--- src/hw/rtl/nlws_pkg.sv ---
// Shared types, widths and codes of the layer walk sequencer.
// No dependencies.
package nlws_pkg;

    localparam int MAX_LAYERS = 16;
    localparam int LIDX_W     = $clog2(MAX_LAYERS);
    localparam int LCNT_W     = LIDX_W + 1;
    localparam int DIM_W      = 8;
    localparam int WIN_W      = 4;
    localparam int BUD_W      = 16;
    localparam int POS_W      = 24;
    localparam int PROD_W     = 2 * DIM_W;
    localparam int BAND_W     = PROD_W + WIN_W;
    localparam int CFG_IDX_W  = 3;
    localparam int CFG_DATA_W = 22;
    localparam int ACC_CAP_W  = 22;

    typedef enum logic [1:0] {
        OP_LOAD    = 2'd0,
        OP_BEGIN   = 2'd1,
        OP_STEP    = 2'd2,
        OP_ABANDON = 2'd3
    } t_op;

    localparam logic [1:0] KIND_CONV  = 2'd0;
    localparam logic [1:0] KIND_POOL  = 2'd1;
    localparam logic [1:0] KIND_DENSE = 2'd2;
    localparam logic [1:0] KIND_RSVD  = 2'd3;

    localparam logic [CFG_IDX_W-1:0] CFG_LAYER_COUNT   = 3'd0;
    localparam logic [CFG_IDX_W-1:0] CFG_DATAFLOW_MODE = 3'd1;
    localparam logic [CFG_IDX_W-1:0] CFG_ALIGN_LOG2    = 3'd2;
    localparam logic [CFG_IDX_W-1:0] CFG_ACC_CAPACITY  = 3'd3;
    localparam logic [CFG_IDX_W-1:0] CFG_FINAL_BUFFER  = 3'd4;
    localparam logic [CFG_IDX_W-1:0] CFG_OUTPUT_LENGTH = 3'd5;

    typedef struct packed {
        logic [1:0]       kind;
        logic [DIM_W-1:0] ih;
        logic [DIM_W-1:0] iw;
        logic [DIM_W-1:0] ic;
        logic [DIM_W-1:0] oh;
        logic [DIM_W-1:0] ow;
        logic [DIM_W-1:0] oc;
        logic [WIN_W-1:0] k;
        logic [1:0]       bufs;
    } t_desc;

    typedef struct packed {
        logic              take;
        logic              scan_en;
        logic [LIDX_W-1:0] scan_idx;
        logic              begin_apply;
        logic              prod;
        logic              hdr_status;
        logic              chunk;
        logic              div1_go;
        logic              div2_go;
        logic              row;
        logic              fin1;
        logic              fin2;
    } t_ctl_cmd;

    typedef struct packed {
        logic              fin;
        logic              budget_zero;
        logic              div_busy;
        logic [LCNT_W-1:0] cnt;
    } t_dp_sts;

    typedef struct packed {
        logic [LIDX_W-1:0] layer_index;
        logic [1:0]        kernel_kind;
        logic [POS_W-1:0]  first_unit;
        logic [POS_W-1:0]  unit_count;
        logic [1:0]        buffer_sel;
        logic              finished;
        logic [POS_W-1:0]  live_in_offset;
        logic [POS_W-1:0]  live_in_length;
        logic [POS_W-1:0]  live_out_length;
        logic [POS_W-1:0]  live_acc_bytes;
        logic              status;
    } t_res;

    // rows of accumulator band kept per layer
    function automatic logic [WIN_W-1:0] band_rows(input logic [1:0] kind,
                                                   input logic ds,
                                                   input logic [WIN_W-1:0] k);
        logic [WIN_W-1:0] r;
        r = '0;
        if (!ds) begin
            if (kind == KIND_CONV) begin
                r = k;
            end else if (kind == KIND_POOL) begin
                r = WIN_W'(1);
            end
        end
        return r;
    endfunction

endpackage

--- src/hw/rtl/nlws_cmd_if.sv ---
// Command channel interface of the layer walk sequencer.
// Depends on nlws_pkg.
interface nlws_cmd_if;
    logic                         valid;
    logic                         ready;
    logic [1:0]                   opcode;
    logic [nlws_pkg::LIDX_W-1:0]  layer_slot;
    logic [1:0]                   layer_kind;
    logic [nlws_pkg::DIM_W-1:0]   in_height;
    logic [nlws_pkg::DIM_W-1:0]   in_width;
    logic [nlws_pkg::DIM_W-1:0]   in_channels;
    logic [nlws_pkg::DIM_W-1:0]   out_height;
    logic [nlws_pkg::DIM_W-1:0]   out_width;
    logic [nlws_pkg::DIM_W-1:0]   out_channels;
    logic [nlws_pkg::WIN_W-1:0]   window_size;
    logic [1:0]                   buffer_pair;
    logic [nlws_pkg::BUD_W-1:0]   unit_budget;

    modport source (output valid, opcode, layer_slot, layer_kind, in_height, in_width,
                    in_channels, out_height, out_width, out_channels, window_size,
                    buffer_pair, unit_budget, input ready);
    modport sink (input valid, opcode, layer_slot, layer_kind, in_height, in_width,
                  in_channels, out_height, out_width, out_channels, window_size,
                  buffer_pair, unit_budget, output ready);
endinterface

--- src/hw/rtl/nlws_res_if.sv ---
// Result channel interface of the layer walk sequencer.
// Depends on nlws_pkg.
interface nlws_res_if;
    logic                         valid;
    logic                         ready;
    logic [nlws_pkg::LIDX_W-1:0]  layer_index;
    logic [1:0]                   kernel_kind;
    logic [nlws_pkg::POS_W-1:0]   first_unit;
    logic [nlws_pkg::POS_W-1:0]   unit_count;
    logic [1:0]                   buffer_sel;
    logic                         finished;
    logic [nlws_pkg::POS_W-1:0]   live_in_offset;
    logic [nlws_pkg::POS_W-1:0]   live_in_length;
    logic [nlws_pkg::POS_W-1:0]   live_out_length;
    logic [nlws_pkg::POS_W-1:0]   live_acc_bytes;
    logic                         status;
    logic                         last;

    modport source (output valid, layer_index, kernel_kind, first_unit, unit_count,
                    buffer_sel, finished, live_in_offset, live_in_length,
                    live_out_length, live_acc_bytes, status, last, input ready);
    modport sink (input valid, layer_index, kernel_kind, first_unit, unit_count,
                  buffer_sel, finished, live_in_offset, live_in_length,
                  live_out_length, live_acc_bytes, status, last, output ready);
endinterface

--- src/hw/rtl/nlws_div.sv ---
// Bit-serial restoring divider, one quotient bit per cycle.
// Depends on nlws_pkg. Divide by zero gives 0 at once.
module nlws_div (
    input  logic                          i_clk,
    input  logic                          i_rst_n,
    input  logic                          i_start,
    input  logic [nlws_pkg::POS_W-1:0]    i_dividend,
    input  logic [nlws_pkg::PROD_W-1:0]   i_divisor,
    output logic                          o_busy,
    output logic [nlws_pkg::POS_W-1:0]    o_quot
);
    localparam int CNT_W = $clog2(nlws_pkg::POS_W + 1);

    logic                          r_busy;
    logic [CNT_W-1:0]              r_cnt;
    logic [nlws_pkg::PROD_W-1:0]   r_rem;
    logic [nlws_pkg::PROD_W-1:0]   r_dvs;
    logic [nlws_pkg::POS_W-1:0]    r_q;
    logic [nlws_pkg::PROD_W:0]     rem_sh;
    logic [nlws_pkg::PROD_W+1:0]   trial;

    assign rem_sh = {r_rem, r_q[nlws_pkg::POS_W-1]};
    assign trial  = {1'b0, rem_sh} - {2'b00, r_dvs};

    always_ff @(posedge i_clk) begin
        if (!i_rst_n) begin
            r_busy <= 1'b0;
            r_cnt  <= '0;
        end else if (i_start) begin
            r_busy <= (i_divisor != '0);
            r_cnt  <= CNT_W'(nlws_pkg::POS_W);
        end else if (r_busy) begin
            r_cnt  <= r_cnt - CNT_W'(1);
            r_busy <= (r_cnt != CNT_W'(1));
        end
    end

    always_ff @(posedge i_clk) begin
        if (i_start) begin
            r_rem <= '0;
            r_dvs <= i_divisor;
            r_q   <= (i_divisor != '0) ? i_dividend : '0;
        end else if (r_busy) begin
            if (!trial[nlws_pkg::PROD_W+1]) begin
                r_rem <= trial[nlws_pkg::PROD_W-1:0];
                r_q   <= {r_q[nlws_pkg::POS_W-2:0], 1'b1};
            end else begin
                r_rem <= rem_sh[nlws_pkg::PROD_W-1:0];
                r_q   <= {r_q[nlws_pkg::POS_W-2:0], 1'b0};
            end
        end
    end

    assign o_busy = r_busy;
    assign o_quot = r_q;
endmodule

--- src/hw/rtl/nlws_datapath.sv ---
// Datapath: descriptor table, walk position, config registers, live region math.
// Depends on nlws_pkg and nlws_div.
module nlws_datapath (
    input  logic                              i_clk,
    input  logic                              i_rst_n,
    input  nlws_pkg::t_ctl_cmd                i_cmd,
    output nlws_pkg::t_dp_sts                 o_sts,
    input  logic [1:0]                        i_opcode,
    input  nlws_pkg::t_desc                   i_desc,
    input  logic [nlws_pkg::LIDX_W-1:0]       i_slot,
    input  logic [nlws_pkg::BUD_W-1:0]        i_budget,
    input  logic                              i_cfg_we,
    input  logic [nlws_pkg::CFG_IDX_W-1:0]    i_cfg_idx,
    input  logic [nlws_pkg::CFG_DATA_W-1:0]   i_cfg_data,
    output nlws_pkg::t_res                    o_res
);
    localparam int LI = nlws_pkg::LIDX_W;
    localparam int LC = nlws_pkg::LCNT_W;
    localparam int PW = nlws_pkg::POS_W;
    localparam int QW = nlws_pkg::PROD_W;
    localparam int BW = nlws_pkg::BAND_W;
    localparam int DW = nlws_pkg::DIM_W;
    localparam int KW = nlws_pkg::WIN_W;

    nlws_pkg::t_desc r_tbl [nlws_pkg::MAX_LAYERS];

    // config
    logic [4:0]                        r_cfg_lcnt;
    logic                              r_cfg_ds;
    logic [3:0]                        r_cfg_align;
    logic [nlws_pkg::ACC_CAP_W-1:0]    r_cfg_cap;
    logic                              r_cfg_fbuf;
    logic [7:0]                        r_cfg_olen;

    // walk state
    logic [LC-1:0]                     r_layer;
    logic [PW-1:0]                     r_unit;
    logic [nlws_pkg::BUD_W-1:0]        r_budget;

    // scan pipeline
    logic                              r_sc_v;
    logic [QW-1:0]                     r_sc_owoc;
    logic [KW-1:0]                     r_sc_rows;
    logic [BW-1:0]                     r_max;

    // live region intermediates
    logic [QW-1:0]                     r_owoc;
    logic [QW-1:0]                     r_ihiw;
    logic [QW-1:0]                     r_iwic;
    logic [PW-1:0]                     r_q1;
    logic [DW-1:0]                     r_row;
    logic [PW-1:0]                     r_convrows;
    logic [PW-1:0]                     r_inb;
    logic [PW-1:0]                     r_outis;
    logic [PW-1:0]                     r_dead;
    logic [BW-1:0]                     r_band;

    nlws_pkg::t_res                    r_res;

    logic [LC-1:0]                     cnt;
    logic                              fin;
    logic [LI-1:0]                     rd_addr;
    nlws_pkg::t_desc                   d;
    nlws_pkg::t_desc                   wr_desc;
    logic                              dense;
    logic [BW-1:0]                     sc_band;
    logic                              div_go;
    logic [PW-1:0]                     div_dividend;
    logic [QW-1:0]                     div_divisor;
    logic                              div_busy;
    logic [PW-1:0]                     div_q;
    logic [PW-1:0]                     units;
    logic [PW-1:0]                     diff;
    logic [nlws_pkg::BUD_W-1:0]        take;
    logic [PW:0]                       sum;
    logic [PW+KW-1:0]                  row_raw;
    logic [DW-1:0]                     row_cap;
    logic [PW-1:0]                     outrows;
    logic [PW-1:0]                     mask;
    logic [PW-1:0]                     off;

    function automatic logic [nlws_pkg::ACC_CAP_W-1:0] ACC_CAP_W_EXT(input logic [BW-1:0] v);
        return nlws_pkg::ACC_CAP_W'(v);
    endfunction

    assign cnt = (r_cfg_lcnt > 5'(nlws_pkg::MAX_LAYERS)) ? LC'(nlws_pkg::MAX_LAYERS)
                                                       : LC'(r_cfg_lcnt);
    assign fin     = (r_layer >= cnt);
    assign rd_addr = i_cmd.scan_en ? i_cmd.scan_idx : r_layer[LI-1:0];
    assign d       = r_tbl[rd_addr];
    assign dense   = (d.kind == nlws_pkg::KIND_DENSE);
    assign sc_band = BW'(r_sc_rows) * BW'(r_sc_owoc);

    always_comb begin
        wr_desc = i_desc;
        if (i_desc.kind == nlws_pkg::KIND_RSVD) begin
            wr_desc.kind = nlws_pkg::KIND_DENSE;
        end
    end

    // table writes
    always_ff @(posedge i_clk) begin
        if (i_cmd.take && (i_opcode == nlws_pkg::OP_LOAD)) begin
            r_tbl[i_slot] <= wr_desc;
        end
    end

    // config registers
    always_ff @(posedge i_clk) begin
        if (!i_rst_n) begin
            r_cfg_lcnt  <= 5'd1;
            r_cfg_ds    <= 1'b0;
            r_cfg_align <= 4'd0;
            r_cfg_cap   <= nlws_pkg::ACC_CAP_W'(4096);
            r_cfg_fbuf  <= 1'b0;
            r_cfg_olen  <= 8'd10;
        end else if (i_cfg_we) begin
            case (i_cfg_idx)
                nlws_pkg::CFG_LAYER_COUNT:   r_cfg_lcnt  <= i_cfg_data[4:0];
                nlws_pkg::CFG_DATAFLOW_MODE: r_cfg_ds    <= i_cfg_data[0];
                nlws_pkg::CFG_ALIGN_LOG2:    r_cfg_align <= i_cfg_data[3:0];
                nlws_pkg::CFG_ACC_CAPACITY:  r_cfg_cap   <= i_cfg_data;
                nlws_pkg::CFG_FINAL_BUFFER:  r_cfg_fbuf  <= i_cfg_data[0];
                nlws_pkg::CFG_OUTPUT_LENGTH: r_cfg_olen  <= i_cfg_data[7:0];
                default: begin
                end
            endcase
        end
    end

    // divider shared by both quotients
    assign div_go       = i_cmd.div1_go || i_cmd.div2_go;
    assign div_dividend = i_cmd.div2_go ? r_q1 : r_unit;
    assign div_divisor  = i_cmd.div2_go ? QW'(d.k) : (r_cfg_ds ? r_owoc : QW'(d.iw));

    nlws_div u_div (
        .i_clk      (i_clk),
        .i_rst_n    (i_rst_n),
        .i_start    (div_go),
        .i_dividend (div_dividend),
        .i_divisor  (div_divisor),
        .o_busy     (div_busy),
        .o_quot     (div_q)
    );

    // chunk arithmetic
    always_comb begin
        if (dense) begin
            units = PW'(d.oc);
        end else if (r_cfg_ds) begin
            units = PW'(r_owoc) * PW'(d.oh);
        end else begin
            units = PW'(r_ihiw);
        end
        diff = units - r_unit;
        take = '0;
        if (r_unit < units) begin
            take = (diff > PW'(r_budget)) ? r_budget : diff[nlws_pkg::BUD_W-1:0];
        end
        sum = (PW+1)'(r_unit) + (PW+1)'(take);
    end

    // row and output-row arithmetic
    always_comb begin
        if (r_cfg_ds && (d.kind == nlws_pkg::KIND_POOL)) begin
            row_raw = (PW+KW)'(div_q) * (PW+KW)'(d.k);
        end else begin
            row_raw = (PW+KW)'(div_q);
        end
        row_cap = (row_raw > (PW+KW)'(d.ih)) ? d.ih : row_raw[DW-1:0];
        outrows = (d.kind == nlws_pkg::KIND_POOL) ? div_q : r_convrows;
        mask    = {PW{1'b1}} << r_cfg_align;
        off     = r_dead & mask;
    end

    // walk state
    always_ff @(posedge i_clk) begin
        if (!i_rst_n) begin
            r_layer <= LC'(1);
            r_unit  <= '0;
        end else if (i_cmd.take && (i_opcode == nlws_pkg::OP_ABANDON)) begin
            r_layer <= cnt;
            r_unit  <= '0;
        end else if (i_cmd.begin_apply && !(ACC_CAP_W_EXT(r_max) > r_cfg_cap)) begin
            r_layer <= '0;
            r_unit  <= '0;
        end else if (i_cmd.chunk) begin
            if (sum >= (PW+1)'(units)) begin
                r_layer <= r_layer + LC'(1);
                r_unit  <= '0;
            end else begin
                r_unit  <= sum[PW-1:0];
            end
        end
    end

    always_ff @(posedge i_clk) begin
        if (i_cmd.take) begin
            r_budget <= (i_budget == '0) ? nlws_pkg::BUD_W'(1) : i_budget;
        end else if (i_cmd.chunk) begin
            r_budget <= r_budget - take;
        end
    end

    // begin scan: widest band
    always_ff @(posedge i_clk) begin
        if (!i_rst_n) begin
            r_sc_v <= 1'b0;
        end else begin
            r_sc_v <= i_cmd.scan_en;
        end
    end

    always_ff @(posedge i_clk) begin
        if (i_cmd.scan_en) begin
            r_sc_owoc <= QW'(d.ow) * QW'(d.oc);
            r_sc_rows <= nlws_pkg::band_rows(d.kind, r_cfg_ds, d.k);
        end
        if (i_cmd.take) begin
            r_max <= '0;
        end else if (r_sc_v && (sc_band > r_max)) begin
            r_max <= sc_band;
        end
    end

    // live region pipeline
    always_ff @(posedge i_clk) begin
        if (i_cmd.prod) begin
            r_owoc <= QW'(d.ow) * QW'(d.oc);
            r_ihiw <= QW'(d.ih) * QW'(d.iw);
            r_iwic <= QW'(d.iw) * QW'(d.ic);
        end
        if (i_cmd.row) begin
            r_q1       <= div_q;
            r_row      <= row_cap;
            r_convrows <= (div_q >= PW'(d.k)) ? (div_q - PW'(d.k) + PW'(1)) : '0;
            r_inb      <= dense ? PW'(d.ic) : (PW'(r_ihiw) * PW'(d.ic));
        end
        if (i_cmd.fin1) begin
            r_outis <= outrows * PW'(r_owoc);
            r_dead  <= dense ? '0 : (PW'(r_row) * PW'(r_iwic));
            r_band  <= BW'(nlws_pkg::band_rows(d.kind, r_cfg_ds, d.k)) * BW'(r_owoc);
        end
    end

    // result register
    always_ff @(posedge i_clk) begin
        if (i_cmd.take) begin
            r_res.status <= 1'b0;
        end else if (i_cmd.begin_apply) begin
            r_res.status <= (ACC_CAP_W_EXT(r_max) > r_cfg_cap);
        end
        if (i_cmd.hdr_status) begin
            r_res.first_unit <= r_unit;
            r_res.unit_count <= '0;
            if (fin) begin
                r_res.layer_index <= '0;
                r_res.kernel_kind <= nlws_pkg::KIND_CONV;
                r_res.buffer_sel  <= {1'b0, r_cfg_fbuf};
            end else begin
                r_res.layer_index <= r_layer[LI-1:0];
                r_res.kernel_kind <= d.kind;
                r_res.buffer_sel  <= d.bufs;
            end
        end else if (i_cmd.chunk) begin
            r_res.layer_index <= r_layer[LI-1:0];
            r_res.kernel_kind <= d.kind;
            r_res.first_unit  <= r_unit;
            r_res.unit_count  <= PW'(take);
            r_res.buffer_sel  <= d.bufs;
        end
        if (i_cmd.fin2) begin
            r_res.finished <= fin;
            if (fin) begin
                r_res.live_in_offset  <= '0;
                r_res.live_in_length  <= PW'(r_cfg_olen);
                r_res.live_out_length <= '0;
                r_res.live_acc_bytes  <= '0;
            end else begin
                r_res.live_in_offset  <= off;
                r_res.live_in_length  <= r_inb - off;
                r_res.live_out_length <= (r_cfg_ds || dense) ? r_unit : r_outis;
                r_res.live_acc_bytes  <= (r_unit != '0) ? PW'({r_band, 2'b00}) : '0;
            end
        end
    end

    assign o_res             = r_res;
    assign o_sts.fin         = fin;
    assign o_sts.budget_zero = (r_budget == '0);
    assign o_sts.div_busy    = div_busy;
    assign o_sts.cnt         = cnt;
endmodule

--- src/hw/rtl/nlws_ctrl.sv ---
// Controller state machine: sequences scan, chunk and live-region steps.
// Depends on nlws_pkg.
module nlws_ctrl (
    input  logic                      i_clk,
    input  logic                      i_rst_n,
    input  logic                      i_in_valid,
    input  logic [1:0]                i_in_op,
    output logic                      o_in_ready,
    output logic                      o_out_valid,
    input  logic                      i_out_ready,
    output logic                      o_out_last,
    input  nlws_pkg::t_dp_sts         i_sts,
    output nlws_pkg::t_ctl_cmd        o_cmd
);
    typedef enum logic [14:0] {
        S_IDLE   = 15'b000000000000001,
        S_SCAN   = 15'b000000000000010,
        S_DRAIN  = 15'b000000000000100,
        S_DECIDE = 15'b000000000001000,
        S_CPROD  = 15'b000000000010000,
        S_CHUNK  = 15'b000000000100000,
        S_LPROD  = 15'b000000001000000,
        S_D1GO   = 15'b000000010000000,
        S_D1WAIT = 15'b000000100000000,
        S_ROW    = 15'b000001000000000,
        S_D2GO   = 15'b000010000000000,
        S_D2WAIT = 15'b000100000000000,
        S_FIN1   = 15'b001000000000000,
        S_FIN2   = 15'b010000000000000,
        S_OUT    = 15'b100000000000000
    } t_state;

    localparam int LI = nlws_pkg::LIDX_W;
    localparam int LC = nlws_pkg::LCNT_W;

    t_state           r_state, n_state;
    logic [LI-1:0]    r_idx, n_idx;
    logic             r_chunkmode, n_chunkmode;
    logic             take;
    logic             more;

    assign take = (r_state == S_IDLE) && i_in_valid;
    assign more = r_chunkmode && !i_sts.fin && !i_sts.budget_zero;

    always_comb begin
        n_state     = r_state;
        n_idx       = r_idx;
        n_chunkmode = r_chunkmode;
        o_cmd       = '0;
        o_cmd.take  = take;
        o_cmd.scan_idx = r_idx;
        case (r_state)
            S_IDLE: begin
                if (i_in_valid) begin
                    n_chunkmode = 1'b0;
                    n_idx       = '0;
                    case (i_in_op)
                        nlws_pkg::OP_BEGIN: begin
                            n_state = (i_sts.cnt == '0) ? S_DRAIN : S_SCAN;
                        end
                        nlws_pkg::OP_STEP: begin
                            if (i_sts.fin) begin
                                n_state = S_LPROD;
                            end else begin
                                n_state     = S_CPROD;
                                n_chunkmode = 1'b1;
                            end
                        end
                        default: begin
                            n_state = S_LPROD;
                        end
                    endcase
                end
            end
            S_SCAN: begin
                o_cmd.scan_en = 1'b1;
                if ((LC'(r_idx) + LC'(1)) == i_sts.cnt) begin
                    n_state = S_DRAIN;
                end else begin
                    n_idx = r_idx + LI'(1);
                end
            end
            S_DRAIN: begin
                n_state = S_DECIDE;
            end
            S_DECIDE: begin
                o_cmd.begin_apply = 1'b1;
                n_state = S_LPROD;
            end
            S_CPROD: begin
                o_cmd.prod = 1'b1;
                n_state = S_CHUNK;
            end
            S_CHUNK: begin
                o_cmd.chunk = 1'b1;
                n_state = S_LPROD;
            end
            S_LPROD: begin
                o_cmd.prod       = 1'b1;
                o_cmd.hdr_status = !r_chunkmode;
                n_state = S_D1GO;
            end
            S_D1GO: begin
                o_cmd.div1_go = 1'b1;
                n_state = S_D1WAIT;
            end
            S_D1WAIT: begin
                if (!i_sts.div_busy) begin
                    n_state = S_ROW;
                end
            end
            S_ROW: begin
                o_cmd.row = 1'b1;
                n_state = S_D2GO;
            end
            S_D2GO: begin
                o_cmd.div2_go = 1'b1;
                n_state = S_D2WAIT;
            end
            S_D2WAIT: begin
                if (!i_sts.div_busy) begin
                    n_state = S_FIN1;
                end
            end
            S_FIN1: begin
                o_cmd.fin1 = 1'b1;
                n_state = S_FIN2;
            end
            S_FIN2: begin
                o_cmd.fin2 = 1'b1;
                n_state = S_OUT;
            end
            S_OUT: begin
                if (i_out_ready) begin
                    n_state = more ? S_CPROD : S_IDLE;
                end
            end
            default: begin
                n_state = S_IDLE;
            end
        endcase
    end

    always_ff @(posedge i_clk) begin
        if (!i_rst_n) begin
            r_state     <= S_IDLE;
            r_idx       <= '0;
            r_chunkmode <= 1'b0;
        end else begin
            r_state     <= n_state;
            r_idx       <= n_idx;
            r_chunkmode <= n_chunkmode;
        end
    end

    assign o_in_ready  = (r_state == S_IDLE);
    assign o_out_valid = (r_state == S_OUT);
    assign o_out_last  = !more;
endmodule

--- src/hw/rtl/nn_layer_walk_sequencer_top.sv ---
// Top level of the layer walk sequencer: controller plus datapath.
// Depends on nlws_pkg, nlws_cmd_if, nlws_res_if, nlws_ctrl, nlws_datapath.
//
// Usage:
//  - i_cmd carries one command per transaction: load a descriptor, begin a walk,
//    step with a unit budget, or abandon. o_res returns result transactions;
//    o_res.last marks the final result of a command.
//  - Config is written through i_cfg_we/i_cfg_idx/i_cfg_data while idle.
//  - One command at a time: i_cmd.ready is high only when no command is open.
//  - A load, an abandon or a step on a finished walk shows its result after
//    two passes of the shared bit-serial divider (unit over row size, then
//    rows over window), with setup, multiply and result stages around them.
//    A pass with a zero divisor ends at once. A begin first runs the band
//    scan over the loaded layers. Each chunk of a step adds a product and a
//    chunk stage before the same sequence.
//  - i_cmd.ready returns the cycle after the last result is taken.
//  - When o_res stalls, the result holds in its output register and the block
//    waits; nothing is dropped.
//  - Reset (i_rst_n low, synchronous) sets config to defaults and the walk to
//    finished. The descriptor table is not cleared; load entries before use.
module nn_layer_walk_sequencer_top (
    input  logic                              i_clk,
    input  logic                              i_rst_n,
    nlws_cmd_if.sink                          i_cmd,
    nlws_res_if.source                        o_res,
    input  logic                              i_cfg_we,
    input  logic [nlws_pkg::CFG_IDX_W-1:0]    i_cfg_idx,
    input  logic [nlws_pkg::CFG_DATA_W-1:0]   i_cfg_data
);
    nlws_pkg::t_ctl_cmd   cmd;
    nlws_pkg::t_dp_sts    sts;
    nlws_pkg::t_res       res;
    nlws_pkg::t_desc      desc;

    // descriptor fields straight off the command channel
    assign desc.kind = i_cmd.layer_kind;
    assign desc.ih   = i_cmd.in_height;
    assign desc.iw   = i_cmd.in_width;
    assign desc.ic   = i_cmd.in_channels;
    assign desc.oh   = i_cmd.out_height;
    assign desc.ow   = i_cmd.out_width;
    assign desc.oc   = i_cmd.out_channels;
    assign desc.k    = i_cmd.window_size;
    assign desc.bufs = i_cmd.buffer_pair;

    nlws_ctrl u_ctrl (
        .i_clk       (i_clk),
        .i_rst_n     (i_rst_n),
        .i_in_valid  (i_cmd.valid),
        .i_in_op     (i_cmd.opcode),
        .o_in_ready  (i_cmd.ready),
        .o_out_valid (o_res.valid),
        .i_out_ready (o_res.ready),
        .o_out_last  (o_res.last),
        .i_sts       (sts),
        .o_cmd       (cmd)
    );

    nlws_datapath u_dp (
        .i_clk      (i_clk),
        .i_rst_n    (i_rst_n),
        .i_cmd      (cmd),
        .o_sts      (sts),
        .i_opcode   (i_cmd.opcode),
        .i_desc     (desc),
        .i_slot     (i_cmd.layer_slot),
        .i_budget   (i_cmd.unit_budget),
        .i_cfg_we   (i_cfg_we),
        .i_cfg_idx  (i_cfg_idx),
        .i_cfg_data (i_cfg_data),
        .o_res      (res)
    );

    // result payload is held in the datapath output register
    assign o_res.layer_index     = res.layer_index;
    assign o_res.kernel_kind     = res.kernel_kind;
    assign o_res.first_unit      = res.first_unit;
    assign o_res.unit_count      = res.unit_count;
    assign o_res.buffer_sel      = res.buffer_sel;
    assign o_res.finished        = res.finished;
    assign o_res.live_in_offset  = res.live_in_offset;
    assign o_res.live_in_length  = res.live_in_length;
    assign o_res.live_out_length = res.live_out_length;
    assign o_res.live_acc_bytes  = res.live_acc_bytes;
    assign o_res.status          = res.status;
endmodule

--- src/flat_wrapper.sv ---
// flat-port wrapper written by rule: the top's interface ports become plain ports
module nn_layer_walk_sequencer_top_flat 
  (i_clk, i_rst_n, i_cfg_we, i_cfg_idx, i_cfg_data, i_cmd_valid, i_cmd_opcode, i_cmd_layer_slot, i_cmd_layer_kind, i_cmd_in_height, i_cmd_in_width, i_cmd_in_channels, i_cmd_out_height, i_cmd_out_width, i_cmd_out_channels, i_cmd_window_size, i_cmd_buffer_pair, i_cmd_unit_budget, i_cmd_ready, o_res_valid, o_res_layer_index, o_res_kernel_kind, o_res_first_unit, o_res_unit_count, o_res_buffer_sel, o_res_finished, o_res_live_in_offset, o_res_live_in_length, o_res_live_out_length, o_res_live_acc_bytes, o_res_status, o_res_last, o_res_ready);
  nlws_cmd_if i_cmd_i ();
  nlws_res_if o_res_i ();
  input  logic i_clk;
  input  logic i_rst_n;
  input  logic i_cfg_we;
  input  logic [nlws_pkg::CFG_IDX_W-1:0] i_cfg_idx;
  input  logic [nlws_pkg::CFG_DATA_W-1:0] i_cfg_data;
  input wire logic [$bits(i_cmd_i.valid)-1:0] i_cmd_valid;
  input wire logic [$bits(i_cmd_i.opcode)-1:0] i_cmd_opcode;
  input wire logic [$bits(i_cmd_i.layer_slot)-1:0] i_cmd_layer_slot;
  input wire logic [$bits(i_cmd_i.layer_kind)-1:0] i_cmd_layer_kind;
  input wire logic [$bits(i_cmd_i.in_height)-1:0] i_cmd_in_height;
  input wire logic [$bits(i_cmd_i.in_width)-1:0] i_cmd_in_width;
  input wire logic [$bits(i_cmd_i.in_channels)-1:0] i_cmd_in_channels;
  input wire logic [$bits(i_cmd_i.out_height)-1:0] i_cmd_out_height;
  input wire logic [$bits(i_cmd_i.out_width)-1:0] i_cmd_out_width;
  input wire logic [$bits(i_cmd_i.out_channels)-1:0] i_cmd_out_channels;
  input wire logic [$bits(i_cmd_i.window_size)-1:0] i_cmd_window_size;
  input wire logic [$bits(i_cmd_i.buffer_pair)-1:0] i_cmd_buffer_pair;
  input wire logic [$bits(i_cmd_i.unit_budget)-1:0] i_cmd_unit_budget;
  output wire logic [$bits(i_cmd_i.ready)-1:0] i_cmd_ready;
  output wire logic [$bits(o_res_i.valid)-1:0] o_res_valid;
  output wire logic [$bits(o_res_i.layer_index)-1:0] o_res_layer_index;
  output wire logic [$bits(o_res_i.kernel_kind)-1:0] o_res_kernel_kind;
  output wire logic [$bits(o_res_i.first_unit)-1:0] o_res_first_unit;
  output wire logic [$bits(o_res_i.unit_count)-1:0] o_res_unit_count;
  output wire logic [$bits(o_res_i.buffer_sel)-1:0] o_res_buffer_sel;
  output wire logic [$bits(o_res_i.finished)-1:0] o_res_finished;
  output wire logic [$bits(o_res_i.live_in_offset)-1:0] o_res_live_in_offset;
  output wire logic [$bits(o_res_i.live_in_length)-1:0] o_res_live_in_length;
  output wire logic [$bits(o_res_i.live_out_length)-1:0] o_res_live_out_length;
  output wire logic [$bits(o_res_i.live_acc_bytes)-1:0] o_res_live_acc_bytes;
  output wire logic [$bits(o_res_i.status)-1:0] o_res_status;
  output wire logic [$bits(o_res_i.last)-1:0] o_res_last;
  input wire logic [$bits(o_res_i.ready)-1:0] o_res_ready;
  assign i_cmd_i.valid = i_cmd_valid;
  assign i_cmd_i.opcode = i_cmd_opcode;
  assign i_cmd_i.layer_slot = i_cmd_layer_slot;
  assign i_cmd_i.layer_kind = i_cmd_layer_kind;
  assign i_cmd_i.in_height = i_cmd_in_height;
  assign i_cmd_i.in_width = i_cmd_in_width;
  assign i_cmd_i.in_channels = i_cmd_in_channels;
  assign i_cmd_i.out_height = i_cmd_out_height;
  assign i_cmd_i.out_width = i_cmd_out_width;
  assign i_cmd_i.out_channels = i_cmd_out_channels;
  assign i_cmd_i.window_size = i_cmd_window_size;
  assign i_cmd_i.buffer_pair = i_cmd_buffer_pair;
  assign i_cmd_i.unit_budget = i_cmd_unit_budget;
  assign i_cmd_ready = i_cmd_i.ready;
  assign o_res_valid = o_res_i.valid;
  assign o_res_layer_index = o_res_i.layer_index;
  assign o_res_kernel_kind = o_res_i.kernel_kind;
  assign o_res_first_unit = o_res_i.first_unit;
  assign o_res_unit_count = o_res_i.unit_count;
  assign o_res_buffer_sel = o_res_i.buffer_sel;
  assign o_res_finished = o_res_i.finished;
  assign o_res_live_in_offset = o_res_i.live_in_offset;
  assign o_res_live_in_length = o_res_i.live_in_length;
  assign o_res_live_out_length = o_res_i.live_out_length;
  assign o_res_live_acc_bytes = o_res_i.live_acc_bytes;
  assign o_res_status = o_res_i.status;
  assign o_res_last = o_res_i.last;
  assign o_res_i.ready = o_res_ready;
  nn_layer_walk_sequencer_top u_core (.i_clk(i_clk), .i_rst_n(i_rst_n), .i_cmd(i_cmd_i), .o_res(o_res_i), .i_cfg_we(i_cfg_we), .i_cfg_idx(i_cfg_idx), .i_cfg_data(i_cfg_data));
endmodule
--- config.mk ---
export PLATFORM = sky130hd
export DESIGN_NAME = nn_layer_walk_sequencer_top_flat
export DESIGN_NICKNAME = d
export VERILOG_FILES = /design/src/hw/rtl/nlws_pkg.sv /design/src/hw/rtl/nlws_cmd_if.sv /design/src/hw/rtl/nlws_res_if.sv /design/src/hw/rtl/nlws_div.sv /design/src/hw/rtl/nlws_datapath.sv /design/src/hw/rtl/nlws_ctrl.sv /design/src/hw/rtl/nn_layer_walk_sequencer_top.sv /design/src/flat_wrapper.sv
export SDC_FILE = /design/constraint.sdc
export NUM_CORES = 2
export LEC_CHECK = 0
export BUFFER_PORTS_ARGS = -buffer_cell sky130_fd_sc_hd__buf_4
export CAP_MARGIN = 20
export CORE_MARGIN = 10
export CORE_UTILIZATION = 60
export DETAILED_ROUTE_END_ITERATION = 10
export PLACE_DENSITY = 0.76
export REMOVE_ABC_BUFFERS = 1
export SYNTH_ARGS = -nofsm -noshare
export SYNTH_HDL_FRONTEND = slang
export SYNTH_SLANG_ARGS = --single-unit
--- constraint.sdc ---
create_clock -name i_clk -period 44.5 [get_ports i_clk]
set_input_delay 2.225 -clock i_clk [delete_from_list [all_inputs] [get_ports i_clk]]
set_output_delay 2.225 -clock i_clk [all_outputs]
set_load 0.05 [all_outputs]
## Word-level counts from Yosys, hierarchy flattened

Memories as Yosys holds them, arrays and structs flattened.
Index checks and enable logic that the tools add are counted.

- Equality and inequality tests: 34
- Bitwise gates (word level): 3
- Reductions and logical operators: 44
- Mux-type cells: 69
- Magnitude comparators: 9
- Multiply operators: 10
- Shifts and indexed selects: 1
- Add/sub/neg operators: 11

Operator list:

| cell | number |
|---|---|
| 24-bit two-way mux | 9 |
| 15-bit one-hot mux with 14 select lines | 1 |
| 56-bit two-way mux | 3 |
| 16-bit two-way mux | 8 |
| 15-bit two-way mux | 5 |
| 16-bit by 8-bit multiplier with 24-bit output | 2 |
| 8-bit by 8-bit multiplier with 16-bit output | 3 |
| 24-bit subtractor | 2 |
| 4-bit by 16-bit multiplier with 20-bit output | 2 |
| 5-bit two-way mux | 8 |
| 16-bit logical NOT | 2 |
| 28-bit by 8-bit greater-than comparator with 1-bit output | 1 |
| 24-bit by 4-bit multiplier with 28-bit output | 1 |
| 28-bit two-way mux | 1 |
| 24-bit by 16-bit adder with 25-bit output | 1 |
| 25-bit by 24-bit >= comparator with 1-bit output | 1 |
| 24-bit by 1-bit adder with 24-bit output, second input constant | 1 |
| 24-bit bitwise AND | 1 |
| 24-bit by 4-bit >= comparator with 1-bit output | 1 |
| 24-bit by 16-bit greater-than comparator with 1-bit output | 1 |
| 24-bit less-than comparator | 1 |
| 24-bit by 16-bit multiplier with 24-bit output | 1 |
| 8-bit by 16-bit multiplier with 24-bit output | 1 |
| 4-bit two-way mux | 6 |
| 61 further kinds | 118 |

- Logic and storage cells: 228
- Memories: 1
- RAM bits: 896
- Bits of input ports: 108
- Output and inout port bits: 157
- Flip-flop bits (word level): 551

Memories:

| name | words | bits a word | rd ports | clocked after memory_dff | wr ports | line | RTL |
|---|---|---|---|---|---|---|---|
| u_core.u_dp.r_tbl | 16 | 56 | 1 | 0 | 1 | nlws_datapath.sv:25 | `nlws_pkg::t_desc r_tbl [nlws_pkg::MAX_LAYERS];` |

## Longest topological paths before layout

An unclocked memory read counts as a cell.

- Depth in word-level cells: 17
- Mapped depth: 82
- Gate-level depth less buffers: 72

## Modules after synthesis

From an unflattened synthesis, not the netlist that was laid out.

- Cell total of the unflattened synthesis: 8238
- Area total of the unflattened synthesis: 95669.3 um^2

By module, submodules not included:

| module | cells each | times used | area an instance (um^2) | seq. area each (um^2) |
|---|---|---|---|---|
| nlws_datapath | 7763 | 1 | 90953.5 | 39788.2 |
| nlws_div | 310 | 1 | 3353.2 | 1641.6 |
| nlws_ctrl | 165 | 1 | 1362.6 | 400.4 |

## Worst setup path after synthesis

OpenSTA, ideal clock, no wires.

- Path kind: register to register
- Start: register u_core.u_ctrl.r_state[7]
- End: register u_core.u_dp.r_unit[0]
- Arrival: 15.755 ns
- Clock period less this slack: 15.822 ns
- Slack: 28.678 ns
- Path buffers: 11
- Library setup time: 0.068 ns
- Cell stages (with the launch flop): 80
- Required time: 44.432 ns
- Cell sequence: dfxtp_1 > buf_6 > nor4_4 > and4_1 > buf_6 > mux2i_1 > clkbuf_1 > buf_2 > buf_2 > clkbuf_1 > clkbuf_1 > clkbuf_1 > nand2_1 > nand3_1 > nand3_1 > a31oi_1 > clkbuf_1 > nand2_1 > (+44 left out) > a2111o_1 > and3_1 > or3_1 > o211ai_1 > nor2_1 > xor2_1 > ha_1 > nor2b_1 > o21ai_0 > nand2b_1 > nor2_1 > nand2_1 > o221ai_1 > a31oi_1 > a311oi_1 > clkbuf_1 > a22oi_1 > nor2_1

- Word-level cells in the longest chain between the ends: 14
- Elaborated cells between the ends (all ways): 25
- Classes of those cells: add/sub: 2; mul: 1; order compare: 3; eq/ne: 5; mux: 9; reduce/logical: 4; memory: 1

RTL lines:

| element | line | RTL |
|---|---|---|
| start: declaration | nlws_ctrl.sv:36 | `t_state r_state, n_state;` |
| start signal: assignment | nlws_ctrl.sv:150 | `r_state <= n_state;` |
| 15-bit by 2-bit equality test with 1-bit output (*) | nlws_ctrl.sv:52 | `case (r_state)` |
| 1-bit two-way mux (*) | nlws_ctrl.sv:52 |  |
| 4-bit two-way mux (*) | nlws_datapath.sv:89 | `assign rd_addr = i_cmd.scan_en ? i_cmd.scan_idx : r_layer[LI-1:0];` |
| memory read 16 x 56 bit (*) | n/a |  |
| 16-bit by 8-bit multiplier with 24-bit output | nlws_datapath.sv:151 | `units = PW'(r_owoc) * PW'(d.oh);` |
| 24-bit two-way mux | nlws_datapath.sv:150 | `end else if (r_cfg_ds) begin` |
| 24-bit two-way mux (*) | nlws_datapath.sv:148 | `if (dense) begin` |
| 24-bit subtractor | nlws_datapath.sv:155 | `diff = units - r_unit;` |
| 24-bit by 16-bit greater-than comparator with 1-bit output | nlws_datapath.sv:158 | `take = (diff > PW'(r_budget)) ? r_budget : diff[nlws_pkg::BUD_W-1:0];` |
| 16-bit two-way mux | nlws_datapath.sv:158 |  |
| 16-bit two-way mux (*) | nlws_datapath.sv:157 | `if (r_unit < units) begin` |
| named net u_core.u_dp.take, one bit | nlws_datapath.sv:74 | `logic [nlws_pkg::BUD_W-1:0] take;` |
| 24-bit by 16-bit adder with 25-bit output (*) | nlws_datapath.sv:160 | `sum = (PW+1)'(r_unit) + (PW+1)'(take);` |
| 25-bit by 24-bit >= comparator with 1-bit output (*) | nlws_datapath.sv:188 | `if (sum >= (PW+1)'(units)) begin` |
| 24-bit two-way mux (*) | nlws_datapath.sv:188 |  |
| end signal: assignment | nlws_datapath.sv:192 | `r_unit <= sum[PW-1:0];` |
| end: declaration | nlws_datapath.sv:37 | `logic [PW-1:0] r_unit;` |

Mark *: on every way through the listed nets, which the timed path passes. The rest lies on a longest branch.
A chain may end at the register's enable or synchronous reset.

## Worst setup path in the final report

- Start: register u_core.u_ctrl.r_state[7]
- End: register u_core.u_dp.r_unit[19]

- Word-level cells in the longest chain between the ends: 14
- Elaborated cells between the ends (all ways): 25
- Classes of those cells: add/sub: 2; mul: 1; order compare: 3; eq/ne: 5; mux: 9; reduce/logical: 4; memory: 1

RTL lines:

| element | line |
|---|---|
| 15-bit by 2-bit equality test with 1-bit output (*) | nlws_ctrl.sv:52 |
| 1-bit two-way mux (*) | nlws_ctrl.sv:52 |
| 4-bit two-way mux (*) | nlws_datapath.sv:89 |
| memory read 16 x 56 bit (*) | n/a |
| 16-bit by 8-bit multiplier with 24-bit output | nlws_datapath.sv:151 |
| 24-bit two-way mux | nlws_datapath.sv:150 |
| 24-bit two-way mux (*) | nlws_datapath.sv:148 |
| 24-bit subtractor | nlws_datapath.sv:155 |
| 24-bit by 16-bit greater-than comparator with 1-bit output | nlws_datapath.sv:158 |
| 16-bit two-way mux | nlws_datapath.sv:158 |
| 16-bit two-way mux (*) | nlws_datapath.sv:157 |
| named net u_core.u_dp.take, one bit | nlws_datapath.sv:74 |
| 24-bit by 16-bit adder with 25-bit output (*) | nlws_datapath.sv:160 |
| 25-bit by 24-bit >= comparator with 1-bit output | nlws_datapath.sv:188 |
| 24-bit two-way mux (*) | nlws_datapath.sv:188 |

Marked as above.

==> impl_metrics.csv <==
group,metric,value,unit
sta,tightest_slew,1.25,ns
flow_run,cap_violations,0,
clock_tree,tritoncts,"built",
logic_synthesis,synth.largest_area_cell,"edfxtp_1",
placed_design,io_buffers,252,
worst_setup_path,worst-path-max-fanout,130,
final_layout,final_util,0.663,
worst_hold_path,min_path_cells,2,
worst_setup_path,cp-start-kind,"flop",
clock_tree,hold_buffers,0,
routing,vias,72200,
outcome,outcome,"finished, violations left",
logic_synthesis,syn_inst,9451,
logic_synthesis,syn_area_per_cell,10.2,um^2
grt,grt.busiest_layer,"met2",
grt,grt_start_max_net_pins,150,
outcome,violations,"DRC",
sta,hold_violations,0,
final_layout,nets,11000,
floorplanning,die_area,178000,um^2
logic_synthesis,syn-cell-area,96700,um^2
grt,grt_pass1_wl,424000,um
sta,rsz0062_at_grt,"no",
placed_design,dp.final_hpwl,193000,um
final_layout,drive_gt1_frac,0.0810,
routing,wirelength,277000,um
logic_synthesis,synth_edf_count,1293,
logic_synthesis,yosysMostFrequentCell,"nand2_1",
routing,drt_iter0_drc,7811,
final_layout,area_growth,9.97,%
routing,firstDrtPassIters,11,
logic_synthesis,synthTopCellsByArea,"edfxtp_1, fa_1, ha_1",
floorplanning,die_h,421,um
sta,fin_skew,0.0644,ns
logic_synthesis,synth_warnings,0,
clock_tree,cts_buffers,156,
worst_setup_path,crit_arrival,19.37,ns
worst_setup_path,worst_path_max_delay_cell,"and4_1",
floorplanning,io_pins,265,
clock_tree,clkSinkCount,1443,
clock_tree,postCtsSetupBuffers,0,
floorplanning,initial_core_util,0.603,
grt,grt_use_met3,0.0664,
worst_setup_path,path_class,"reg2reg",
power,irDropWorstVdd,333,uV
worst_setup_path,cp_slowest_stage_delay,0.91,ns
sta,setup-violations-final,0,
grt,grt_pass1_vias,72100,
logic_synthesis,ys_ff_latch,1443,
worst_setup_path,r2r_cells,71,
sta,fin_crit,18.68,ns
grt,grt_use_total,0.306,
routing,viasPerCell,6.07,
sta,fin_crit_sh,0.420,
sta,fmax,53.5,MHz
worst_hold_path,hold_class,"reg2reg",
grt,overflow,0,
floorplanning,num_rows,147,
sta,drv_slew,0,
logic_synthesis,yosysUniqueCellTypes,103,
worst_setup_path,end_kind,"flop",
clock_tree,clkLatencyLatePin,0.83,ns
grt,antenna_found_initial,15,
sta,slew_headroom,0.162,
logic_synthesis,synth_flop_cell,"edfxtp_1",
floorplanning,core-area,160000,um^2
power,p_per_area,84.2,nW/um^2
final_layout,layout.cells.non_filler,11900,
grt,grt_util_met1,0.407,
power,p_leak,44.0,nW
clock_tree,clockRootBuffer,"clkbuf_16",
logic_synthesis,async_reset_ff_frac,0,
logic_synthesis,ys_seq_area_frac,0.433,
logic_synthesis,synth_top_area_frac,0.402,
floorplanning,die_w,421,um
clock_tree,h-tree-depth,4,
placed_design,gp_congestion,0.984,
clock_tree,max-clock-path-buffers,3,
routing,wire_per_inst,23.3,um
placed_design,dp.cells,11600,
worst_setup_path,cpMostUsedCell,"a21oi_1",
sta,tns,0,ns
clock_tree,post_cts_resized,0,
logic_synthesis,yosys-top-cells-count,"nand2_1, edfxtp_1, inv_1",
grt,use_met2,0.480,
routing,drtAntennaViolNets,0,
worst_setup_path,worst-endpoint-required,45.19,ns
routing,drc,2,
clock_tree,cts.reportedPaths.clkPinSlew,0.06,ns
final timing paths:
check | start | endpoint | slack [ns]
worst max-delay path | u_core.u_ctrl.r_state[7] | u_core.u_dp.r_unit[19] | 25.82
worst min-delay path | u_core.u_dp.o_res[100] | u_core.u_dp.o_res[100] | 0.45
worst max register to register | u_core.u_ctrl.r_state[7] | u_core.u_dp.r_unit[19] | 25.82
worst min register to register | u_core.u_dp.o_res[100] | u_core.u_dp.o_res[100] | 0.45
state kept, by name, indices dropped and copies added (netlist names), 8 cells and up:
signal	count
u_core.u_dp.r_budget	16
u_core.u_dp.u_div.r_dvs	16
u_core.u_dp.r_ihiw	16
u_core.u_dp.u_div.o_quot	24
u_core.u_dp.r_cfg_olen	8
u_core.u_dp.r_tbl	896
u_core.u_dp.r_cfg_cap	22
u_core.u_dp.r_inb	24
u_core.u_dp.r_q1	24
u_core.u_ctrl.r_state	15
u_core.u_dp.r_owoc	16
u_core.u_dp.r_outis	24
u_core.u_dp.r_band	20
u_core.u_dp.o_res	142
u_core.u_dp.r_max	20
u_core.u_dp.r_row	8
u_core.u_dp.r_convrows	24
u_core.u_dp.r_unit	24
u_core.u_dp.r_iwic	16
u_core.u_dp.u_div.r_rem	16
u_core.u_dp.r_sc_owoc	16
u_core.u_dp.r_dead	24
final cells by class:
cell class	instances	area, um^2
sequential	1443	41800
multi-input combinational	6553	49600
tap	2160	2700
antenna	6	15.0
inverter	1037	3890
clock buffer	196	4140
clock inverter	90	935
timing repair buffer	419	3190
fill	12300	54100
per-stage QoR:
stage	cell area, um^2	power (mW)	setup WS [ns]	hold slack, ns
floorplan	94900	6.19	14.76	0.436
global placement	101000	7.42	26.50	0.441
detailed placement	101000	7.58	26.26	0.445
CTS	106000	8.91	26.14	0.453
global route	106000	9.77	24.57	0.470
finish	106000	8.95	25.82	0.449
critical path, delay by kind of cell, from the launching register on:
family	cells	cell delay, ns
compound gates	31	6.71
xor+xnor	3	0.55
fa+ha+maj	9	3.43
buf+inv	8	1.57
flops	1	0.41
mux	2	1.22
simple gates	18	4.47
logic make-up (layout without fill, tap and decap cells):
group	count (synthesis)	after routing	synth area share
AO/OA/AOI/OAI	1177	1177	0.0799
XOR/XNOR	246	246	0.0230
adder cells (fa/ha/maj)	1277	1277	0.216
buffers and inverters	1466	1742	0.0585
flip-flops	1443	1443	0.433
multiplexers	143	143	0.0153
other	1	18	0.0000388
AND/OR/NAND/NOR	3698	3698	0.174
layer usage:
| layer | part of all wire | up-vias |
|---|---|---|
| met3 | 0.10 | 721 |
| met1 | 0.39 | 35300 |
| met5 | 0.00059 | - |
| met4 | 0.051 | 10 |
| li1 | - | 32400 |
| met2 | 0.45 | 3816 |
cell usage in the layout, fill, tap and decap left out, types with 26 or more instances in the layout:
cell type	Yosys	routed
o21ai_0	217	215
and2_1	409	409
xnor2_1	175	175
xor2_1	66	66
edfxtp_1	1293	1293
and3_1	94	92
o21ai_1	26	26
o21a_1	40	40
nor2b_1	50	50
fa_1	659	659
nor4_1	40	39
nand2b_1	61	61
clkinv_1	5	34
nand3_1	492	492
or3_1	29	29
nor3_1	104	100
a211oi_1	40	40
nand4_1	37	37
nor2_1	487	471
a21oi_1	309	303
a311oi_1	124	123
o21bai_1	43	43
a31oi_1	81	64
buf_4	12	415
ha_1	617	617
dfxtp_1	150	150
nand2_1	1801	1800
clkbuf_1	286	33
clkbuf_16	0	157
inv_1	1030	1027
mux2i_1	114	113
a21boi_0	37	36
a21o_1	67	66
power breakdown:
part           total (mW)  switching [mW]  internal, mW  leakage [nW]
Sequential           1.81          0.0496          1.76          12.9
Combinational        5.85            3.39          2.46          28.6
Clock                1.29           0.555         0.730          2.46
Power figures use the tool's default switching activity.
